## src/cft_pkg.sv

```systemverilog
// ----------------------------------------------------------------------------
// CSV field tokenizer package
// Limits, character codes and shared types for the tokenizer.
// ----------------------------------------------------------------------------
`default_nettype none

package cft_pkg;

   // Limits of one row.
   localparam int MAX_FIELD_CHARS = 256;
   localparam int MAX_ROW_FIELDS  = 64;

   // Widths of the state counters follow from the limits.
   localparam int LEN_W = $clog2(MAX_FIELD_CHARS);
   localparam int CNT_W = $clog2(MAX_ROW_FIELDS + 1);

   // Fixed widths of the result fields.
   localparam int BYTE_W = 8;
   localparam int FNUM_W = 6;
   localparam int POS_W  = 8;

   localparam logic [LEN_W-1:0]  LEN_LIMIT  = LEN_W'(MAX_FIELD_CHARS - 1);
   localparam logic [CNT_W-1:0]  ROW_LIMIT  = CNT_W'(MAX_ROW_FIELDS);
   localparam logic [FNUM_W-1:0] LAST_FIELD = FNUM_W'(MAX_ROW_FIELDS - 1);

   // Character codes.
   localparam logic [BYTE_W-1:0] CH_COMMA = 8'h2C;
   localparam logic [BYTE_W-1:0] CH_QUOTE = 8'h22;
   localparam logic [BYTE_W-1:0] CH_LF    = 8'h0A;
   localparam logic [BYTE_W-1:0] CH_CR    = 8'h0D;
   localparam logic [BYTE_W-1:0] CH_NUL   = 8'h00;

   // Event kinds.
   localparam logic KIND_CHAR      = 1'b0;
   localparam logic KIND_FIELD_END = 1'b1;

   typedef struct packed {
      logic             quoted_mode;
      logic             quote_pending;
      logic [LEN_W-1:0] field_length;
      logic [CNT_W-1:0] field_counter;
      logic             line_finished;
      logic             field_overflow;
   } parse_state_type;

   // After reset the parser waits for a line start.
   localparam parse_state_type STATE_RESET = '{
      quoted_mode:    1'b0,
      quote_pending:  1'b0,
      field_length:   '0,
      field_counter:  '0,
      line_finished:  1'b1,
      field_overflow: 1'b0
   };

   typedef struct packed {
      logic              valid;
      logic              event_kind;
      logic [BYTE_W-1:0] out_byte;
      logic [FNUM_W-1:0] field_number;
      logic [POS_W-1:0]  char_position;
      logic              row_end;
      logic              too_many_fields;
   } result_type;

endpackage

`default_nettype wire

```

## src/csv_field_tokenizer.sv

```systemverilog
// ----------------------------------------------------------------------------
// CSV field tokenizer
// Splits a byte stream of CSV lines into field characters and field ends.
// ----------------------------------------------------------------------------
// A result word is registered and appears in the cycle after its byte is taken.
// Throughput: one byte per cycle while the output word is not stalled; the
// parse step is a single combinational pass between the parse state registers
// and the output register. Reset: parse state clears and the block waits for
// a line start; the output register is emptied.
`default_nettype none

module csv_field_tokenizer (
   input  wire                          clock,
   input  wire                          reset,
   input  wire                          req_valid,
   output logic                         req_ready,
   input  wire                          req_line_start,
   input  wire  [cft_pkg::BYTE_W-1:0]   req_char_byte,
   output logic                         rsp_valid,
   input  wire                          rsp_ready,
   output logic                         rsp_event_kind,
   output logic [cft_pkg::BYTE_W-1:0]   rsp_out_byte,
   output logic [cft_pkg::FNUM_W-1:0]   rsp_field_number,
   output logic [cft_pkg::POS_W-1:0]    rsp_char_position,
   output logic                         rsp_row_end,
   output logic                         rsp_too_many_fields
);

   cft_pkg::parse_state_type state_ff;
   cft_pkg::parse_state_type state_in;
   cft_pkg::result_type      step_result;
   cft_pkg::result_type      rsp_ff;
   cft_pkg::result_type      rsp_in;
   logic                     req_fire;

   cft_parser u_parser (
      .cur_state  (state_ff),
      .line_start (req_line_start),
      .char_byte  (req_char_byte),
      .next_state (state_in),
      .result     (step_result)
   );

   // The output register frees up in the same cycle its word is taken.
   assign req_ready = !rsp_ff.valid || rsp_ready;
   assign req_fire  = req_valid && req_ready;

   always_comb begin
      rsp_in = rsp_ff;
      if (req_fire) begin
         rsp_in = step_result;
      end else if (rsp_ready) begin
         rsp_in.valid = 1'b0;
      end
   end

   always_ff @(posedge clock) begin
      if (reset) begin
         state_ff     <= cft_pkg::STATE_RESET;
         rsp_ff.valid <= 1'b0;
      end else begin
         if (req_fire) begin
            state_ff <= state_in;
         end
         rsp_ff.valid <= rsp_in.valid;
      end
      rsp_ff.event_kind      <= rsp_in.event_kind;
      rsp_ff.out_byte        <= rsp_in.out_byte;
      rsp_ff.field_number    <= rsp_in.field_number;
      rsp_ff.char_position   <= rsp_in.char_position;
      rsp_ff.row_end         <= rsp_in.row_end;
      rsp_ff.too_many_fields <= rsp_in.too_many_fields;
   end

   assign rsp_valid           = rsp_ff.valid;
   assign rsp_event_kind      = rsp_ff.event_kind;
   assign rsp_out_byte        = rsp_ff.out_byte;
   assign rsp_field_number    = rsp_ff.field_number;
   assign rsp_char_position   = rsp_ff.char_position;
   assign rsp_row_end         = rsp_ff.row_end;
   assign rsp_too_many_fields = rsp_ff.too_many_fields;

   // Bytes between a row end and the next line start never give a word.
   a_idle_bytes_silent: assert property (@(posedge clock) disable iff (reset)
      req_fire && state_ff.line_finished && !req_line_start |=> !rsp_valid)
      else $error("word produced for a byte outside a line");

   a_pending_in_quotes: assert property (@(posedge clock) disable iff (reset)
      state_ff.quote_pending |-> state_ff.quoted_mode)
      else $error("pending quote outside quoted mode");

   a_length_bound: assert property (@(posedge clock) disable iff (reset)
      state_ff.field_length <= cft_pkg::LEN_LIMIT &&
      state_ff.field_counter <= cft_pkg::ROW_LIMIT)
      else $error("field length or field count beyond its limit");

   a_row_end_kind: assert property (@(posedge clock) disable iff (reset)
      rsp_valid && rsp_row_end |-> rsp_event_kind == cft_pkg::KIND_FIELD_END)
      else $error("row end flagged on a character word");

endmodule

`default_nettype wire

```

## src/cft_parser.sv

```systemverilog
// ----------------------------------------------------------------------------
// CSV field tokenizer parse step
// Computes the next parse state and the optional result for one byte.
// ----------------------------------------------------------------------------
`default_nettype none

module cft_parser (
   input  var cft_pkg::parse_state_type  cur_state,
   input  wire                           line_start,
   input  wire [cft_pkg::BYTE_W-1:0]     char_byte,
   output cft_pkg::parse_state_type      next_state,
   output cft_pkg::result_type           result
);

   always_comb begin
      cft_pkg::parse_state_type st;
      cft_pkg::result_type      res;
      logic                     handled;
      logic                     add_req;
      logic [cft_pkg::BYTE_W-1:0] add_byte;
      logic                     is_term;

      st       = cur_state;
      res      = '0;
      handled  = 1'b0;
      add_req  = 1'b0;
      add_byte = char_byte;
      is_term  = (char_byte == cft_pkg::CH_NUL) || (char_byte == cft_pkg::CH_LF) ||
                 (char_byte == cft_pkg::CH_CR);

      if (line_start) begin
         st = '0;
      end else if (st.line_finished) begin
         handled = 1'b1;
      end

      // A quote held from the previous byte is either doubled or closes quotes.
      if (!handled && st.quote_pending) begin
         st.quote_pending = 1'b0;
         if (char_byte == cft_pkg::CH_QUOTE) begin
            add_req = 1'b1;
            handled = 1'b1;
         end else begin
            st.quoted_mode = 1'b0;
         end
      end

      if (!handled) begin
         if (is_term) begin
            st.line_finished  = 1'b1;
            st.quoted_mode    = 1'b0;
            res.valid         = 1'b1;
            res.event_kind    = cft_pkg::KIND_FIELD_END;
            res.out_byte      = char_byte;
            res.row_end       = 1'b1;
            if (st.field_counter >= cft_pkg::ROW_LIMIT) begin
               res.field_number  = cft_pkg::LAST_FIELD;
               res.char_position = '0;
            end else begin
               res.field_number  = cft_pkg::FNUM_W'(st.field_counter);
               res.char_position = cft_pkg::POS_W'(st.field_length);
            end
         end else if (char_byte == cft_pkg::CH_QUOTE) begin
            if (st.quoted_mode) begin
               st.quote_pending = 1'b1;
            end else begin
               st.quoted_mode = 1'b1;
            end
         end else if (char_byte == cft_pkg::CH_COMMA && !st.quoted_mode) begin
            // Commas of dropped fields give no word.
            if (st.field_counter < cft_pkg::ROW_LIMIT) begin
               res.valid         = 1'b1;
               res.event_kind    = cft_pkg::KIND_FIELD_END;
               res.out_byte      = char_byte;
               res.field_number  = cft_pkg::FNUM_W'(st.field_counter);
               res.char_position = cft_pkg::POS_W'(st.field_length);
               st.field_counter  = st.field_counter + 1'b1;
               if (st.field_counter >= cft_pkg::ROW_LIMIT) begin
                  st.field_overflow = 1'b1;
               end
            end
            st.field_length = '0;
         end else begin
            add_req = 1'b1;
         end
      end

      if (add_req && (st.field_counter < cft_pkg::ROW_LIMIT) &&
          (st.field_length < cft_pkg::LEN_LIMIT)) begin
         res.valid         = 1'b1;
         res.event_kind    = cft_pkg::KIND_CHAR;
         res.out_byte      = add_byte;
         res.field_number  = cft_pkg::FNUM_W'(st.field_counter);
         res.char_position = cft_pkg::POS_W'(st.field_length);
         st.field_length   = st.field_length + 1'b1;
      end

      res.too_many_fields = st.field_overflow;
      next_state = st;
      result     = res;
   end

endmodule

`default_nettype wire

```

## config.mk

```make
export PLATFORM = sky130hd
export DESIGN_NAME = csv_field_tokenizer
export DESIGN_NICKNAME = d
export VERILOG_FILES = /design/src/cft_pkg.sv /design/src/csv_field_tokenizer.sv /design/src/cft_parser.sv
export SDC_FILE = /design/constraint.sdc
export NUM_CORES = 1
export LEC_CHECK = 0
export BUFFER_PORTS_ARGS = -buffer_cell sky130_fd_sc_hd__buf_4
export CAP_MARGIN = 20
export CELL_PAD_IN_SITES_DETAIL_PLACEMENT = 1
export CELL_PAD_IN_SITES_GLOBAL_PLACEMENT = 2
export CORE_UTILIZATION = 37
export CTS_BUF_LIST = sky130_fd_sc_hd__clkbuf_8
export CTS_CLUSTER_DIAMETER = 60
export DETAILED_ROUTE_END_ITERATION = 12
export PLACE_DENSITY_LB_ADDON = 0.3
export SLEW_MARGIN = 30
export SYNTH_ARGS = -nofsm -noshare
export SYNTH_HDL_FRONTEND = slang
export SYNTH_SLANG_ARGS = --single-unit
```

## constraint.sdc

```tcl
create_clock -name clock -period 3.75 [get_ports clock]
set_input_delay 0.75 -clock clock [delete_from_list [all_inputs] [get_ports clock]]
set_output_delay 0.75 -clock clock [all_outputs]
set_load 0.005 [all_outputs]
```

### Word level (Yosys, flattened, before mapping)

Index checks and enable logic that the tools add are counted.

| storage, ports and cells | value |
|---|---|
| output and inout bits | 27 |
| logic and storage cells | 76 |
| input port bits | 13 |
| register bits after elaboration | 45 |

| cells by class | value |
|---|---|
| eq/ne operators | 4 |
| muxes and demuxes | 38 |
| add/subtract/negate cells | 2 |
| magnitude comparators | 5 |
| reductions and logical operators | 14 |

Operators by type and width:

| kind | number |
|---|---|
| $mux 24 | 5 |
| $mux 19 | 2 |
| $mux 15 | 2 |
| $mux 25 | 1 |
| $mux 1 | 22 |
| $eq 8x4->1 const B | 2 |
| $eq 8x6->1 const B | 2 |
| $mux 16 | 1 |
| $ge 7x7->1 const B | 2 |
| $lt 7x7->1 const B | 2 |
| $mux 14 | 1 |
| $add 8x1->8 const B | 1 |
| $logic_not 8->1 | 1 |
| $lt 8x8->1 const B | 1 |
| $mux 8 | 1 |
| $add 7x1->7 const B | 1 |
| $mux 7 | 1 |
| $logic_and 1x1->1 | 5 |
| $mux 2 | 2 |
| $logic_not 1->1 | 3 |
| $logic_or 1x1->1 | 3 |
| $reduce_bool 2->1 | 1 |
| $reduce_or 2->1 | 1 |

### Depth between registers and ports, before layout

| logic depth | value |
|---|---|
| word-level depth | 16 |
| mapped depth | 12 |
| depth with buffers taken out | 9 |

### Cells and area by module

A second synthesis with hierarchy kept.

| second synthesis, totals | value |
|---|---|
| cells, all modules | 269 |
| area, all modules | 2593.7 µm² |

Modules (own cells, without submodules):

| module | seq. area each (µm²) | area each (µm²) | cells an instance | times used |
|---|---|---|---|---|
| csv_field_tokenizer | 1151.1 | 1616.6 | 116 | 1 |
| cft_parser | 0.0 | 977.2 | 153 | 1 |

### Worst setup path before layout

Ideal clock, no wire load.

| path | value |
|---|---|
| kind | input -> register |
| start point | input port req_char_byte[5] (netlist bit) |
| end point | register rsp_ff, in the netlist rsp_field_number[1] (data pin) |
| setup time | 0.268 ns |
| slack | 0.372 ns |
| stages on the path | 11 |
| path buffers | 3 |
| required time | 3.482 ns |
| arrival | 3.111 ns |
| path through | buf_4 nor4bb_4 a41oi_1 clkbuf_1 and2_1 ha_1 nand4b_1 or4_4 buf_4 a21oi_4 o32ai_1 |

RTL lines:

| element | line | RTL |
|---|---|---|
| start, declared | csv_field_tokenizer.sv:18 | `input wire [cft_pkg::BYTE_W-1:0] req_char_byte,` |
| end, declared | csv_field_tokenizer.sv:32 | `cft_pkg::result_type rsp_ff;` |

==> results.cfg <==
[clock_network]
cts_tree = done
clk_transition_reported_paths_ns = 0.09
cts_setup_buffers = 0
clock_tree.root_cell = clkbuf_8
clock-sinks = 45
cts-resized-gates = 0
clock_path_buffers = 2
hold_buffer_count_at_cts = 0
insertion_delay_ns = 0.31
numCtsBuffers = 5
ctsHtreeMaxLevel = 2

[place]
dp_worst_setup_slack_ns = 0.4028
post_dp_hpwl_um = 5036
io_buffers = 39
gp_congestion = 0.8191

[worst_setup_path]
worstSetupStartpoint = req_char_byte[5]
worst_r2r_endpoint = rsp_field_number[1]
critical_path.reg2reg.startpoint = state_ff[17]
critical_path.startpoint_type = input port
timing.critical_path.to_type = register
timing.critical_path.arrival_ns = 3.08
critPathRequiredTime_ns = 3.81
timing.reg2reg.worst_path_depth = 8
crit_fanout = 13
crit_path_end = rsp_field_number[1]
criticalPathCategory = in -> reg
rrSetupSlack_ns = 0.91

[run_status]
run_status = finished clean

[cells_and_area]
area.growth.synth_to_final_pct = 19.35
layout.cells.most_common = buf_4
final_net_count = 327
mostFrequentLayoutCells = 45 x buf_4, 25 x edfxtp_1, 22 x nand2_1
antennaDiodeCount = 0
layout-drive-gt1-share = 0.2194

[timing]
final_hold_viol_count = 0
rsz0062_at_grt = false
minimum_clock_period_after_layout_ns = 3.020
highest_achievable_clock_rate_mhz = 331.1
fin_crit_sh = 0.8054
setup_slack_ns = 0.7299
tightest_slew_ns = 0.7745
setup_violations = 0
final-max-slew-violation-count = 0
maxSlewHeadroom = 0.4818
setup_tns_ns = 0
clock-skew-final_ns = 0.003798

[hold_path]
hold_path_depth = 2
holdCritPathClass = reg -> reg

[power]
p_sw_frac = 0.2613
power_frac_seq = 0.508
power.clock.fraction = 0.357
power_frac_comb = 0.135
power_report.internal_total_mw = 0.8000
vdd.ir_drop.worst_uv = 148.8
net-switching-power_mw = 0.2829
power.density_nw_per_um2 = 349.2
p_leak_nw = 1.088

[routing]
detail_route.first_pass.iterations = 4
postRouteAntennaNets = 0
post_drt_via_cell_ratio = 5.589
drc_errors = 0
post_drt_wl_per_cell_um = 18.00
detailroute.via_count = 2269
drt_iter0_markers = 181
totalWireLength_um = 7307

[global_routing]
globalRouteTotalUtil = 0.2075
grt_start_max_net_pins = 25
antenna_found_initial = 0
grt_first_pass_wirelength_um = 11640
grt_pass1_vias = 2166
grt_overflow = 0

[synth]
synth-seq-cells = 45
synth_async_sr_flop_share = 0
synth_area_um2 = 2599
most_area_hungry_cell_type_in_the_yosys_netlist = edfxtp_1
synth.area.top_cells = edfxtp_1 29%, dfxtp_1 15%, a21oi_1 3.5%
yosys_warnings = 0
yosys.area.top_type_share = 0.2889
netlist-cell-type-count = 60
synth_edf_count = 25
dominantRegCellSynth = edfxtp_1
synth_nets = 290
synth_area_per_cell_um2 = 9.554
seq_area_frac_synth = 0.4429
post_synth_inst_count = 272

[die]
start_util = 0.3825
fp-row-count = 30
io_pins = 40
fp.dieW_um = 85.81
die_area_um2 = 7363
die_h_um = 85.81
design.core.area_um2 = 6794

[flow_run]
drv.max_cap_violation_count = 0
worst min-delay path by stage:
stage                      startpoint     endpoint  slack, ns
after detailed placement  state_ff[0]  state_ff[0]       0.48
after global routing      state_ff[2]  state_ff[2]       0.53
final                     state_ff[0]  state_ff[0]       0.50
after CTS                 state_ff[0]  state_ff[0]       0.50
after global placement    state_ff[0]  state_ff[0]       0.47
after floorplan           state_ff[2]  state_ff[2]       0.45
flip-flops by register name (all words and copies together) (netlist names):
signal,flops
rsp_field_number,6
rsp_event_kind,1
rsp_too_many_fields,1
rsp_char_position,8
rsp_out_byte,8
rsp_row_end,1
rsp_valid,1
state_ff,19
per-stage QoR:
step                      hold WS (ns)  std cells  instance area (um^2)  utilization  power (mW)
after global placement          0.4722        398                  2987       0.4396      0.7038
after CTS                       0.5009        406                  3102       0.4565       1.094
final                           0.4988        406                  3102       0.4565       1.083
after floorplan                 0.4460        272                  2599            -      0.6397
after detailed placement        0.4787        398                  2987       0.4396      0.7076
after global routing            0.5289        406                  3102       0.4565       1.124
routing by layer:
layer	GRT usage	share of wire	vias up
li1	-	-	1093
met1	0.2826	0.48	1108
met2	0.3382	0.46	61
met3	0.03369	0.046	7
met4	0.06515	0.013	0
met5	0	0	-
power by group through the flow:
stage | combinational (mW) | clock (mW) | sequential, mW
after floorplan | 0.0778 | 0 | 0.562
after global placement | 0.143 | 0 | 0.561
after detailed placement | 0.146 | 0 | 0.561
after CTS | 0.147 | 0.396 | 0.550
after global routing | 0.159 | 0.413 | 0.552
final | 0.146 | 0.387 | 0.550
synthesized netlist by cell type (all sizes together), types with 8 or more instances:
cell	instances
a21oi	20
nand2	22
nand3	14
inv	10
dfxtp	20
nor2b	10
nand2b	8
nor2	18
clkbuf	10
nor3b	9
nor3	11
o21ai	15
edfxtp	25
cells by family after synthesis:
logic type | Yosys count | share of synthesized area
and+or+nand+nor | 122 | 0.2759
AOI/OAI and AO/OA | 69 | 0.1964
DFF | 45 | 0.4429
buffers and inverters | 26 | 0.04285
adders and majority gates | 5 | 0.02407
xor gates and xnor gates | 3 | 0.01011
muxes | 2 | 0.007704
layout make-up:
cell class                      count  area (um^2)
Clock buffer                        5        68.82
Clock inverter                      3        46.29
Fill cell                         798         3692
Inverter                           11        41.29
Multi-Input combinational cell    201         1336
Sequential cell                    45         1151
Tap cell                           96        120.1
Timing Repair Buffer               45        337.8
critical path: stages:
cell and delay, ns:
buf_4 0.15, nor4bb_4 0.18, a41oi_1 0.26, and2_1 0.22, ha_1 0.24, nand4b_1 0.16
or4_4 0.67, a21oi_4 0.30, o32ai_1 0.14
Note: power is estimated with default switching activity, not from simulation.
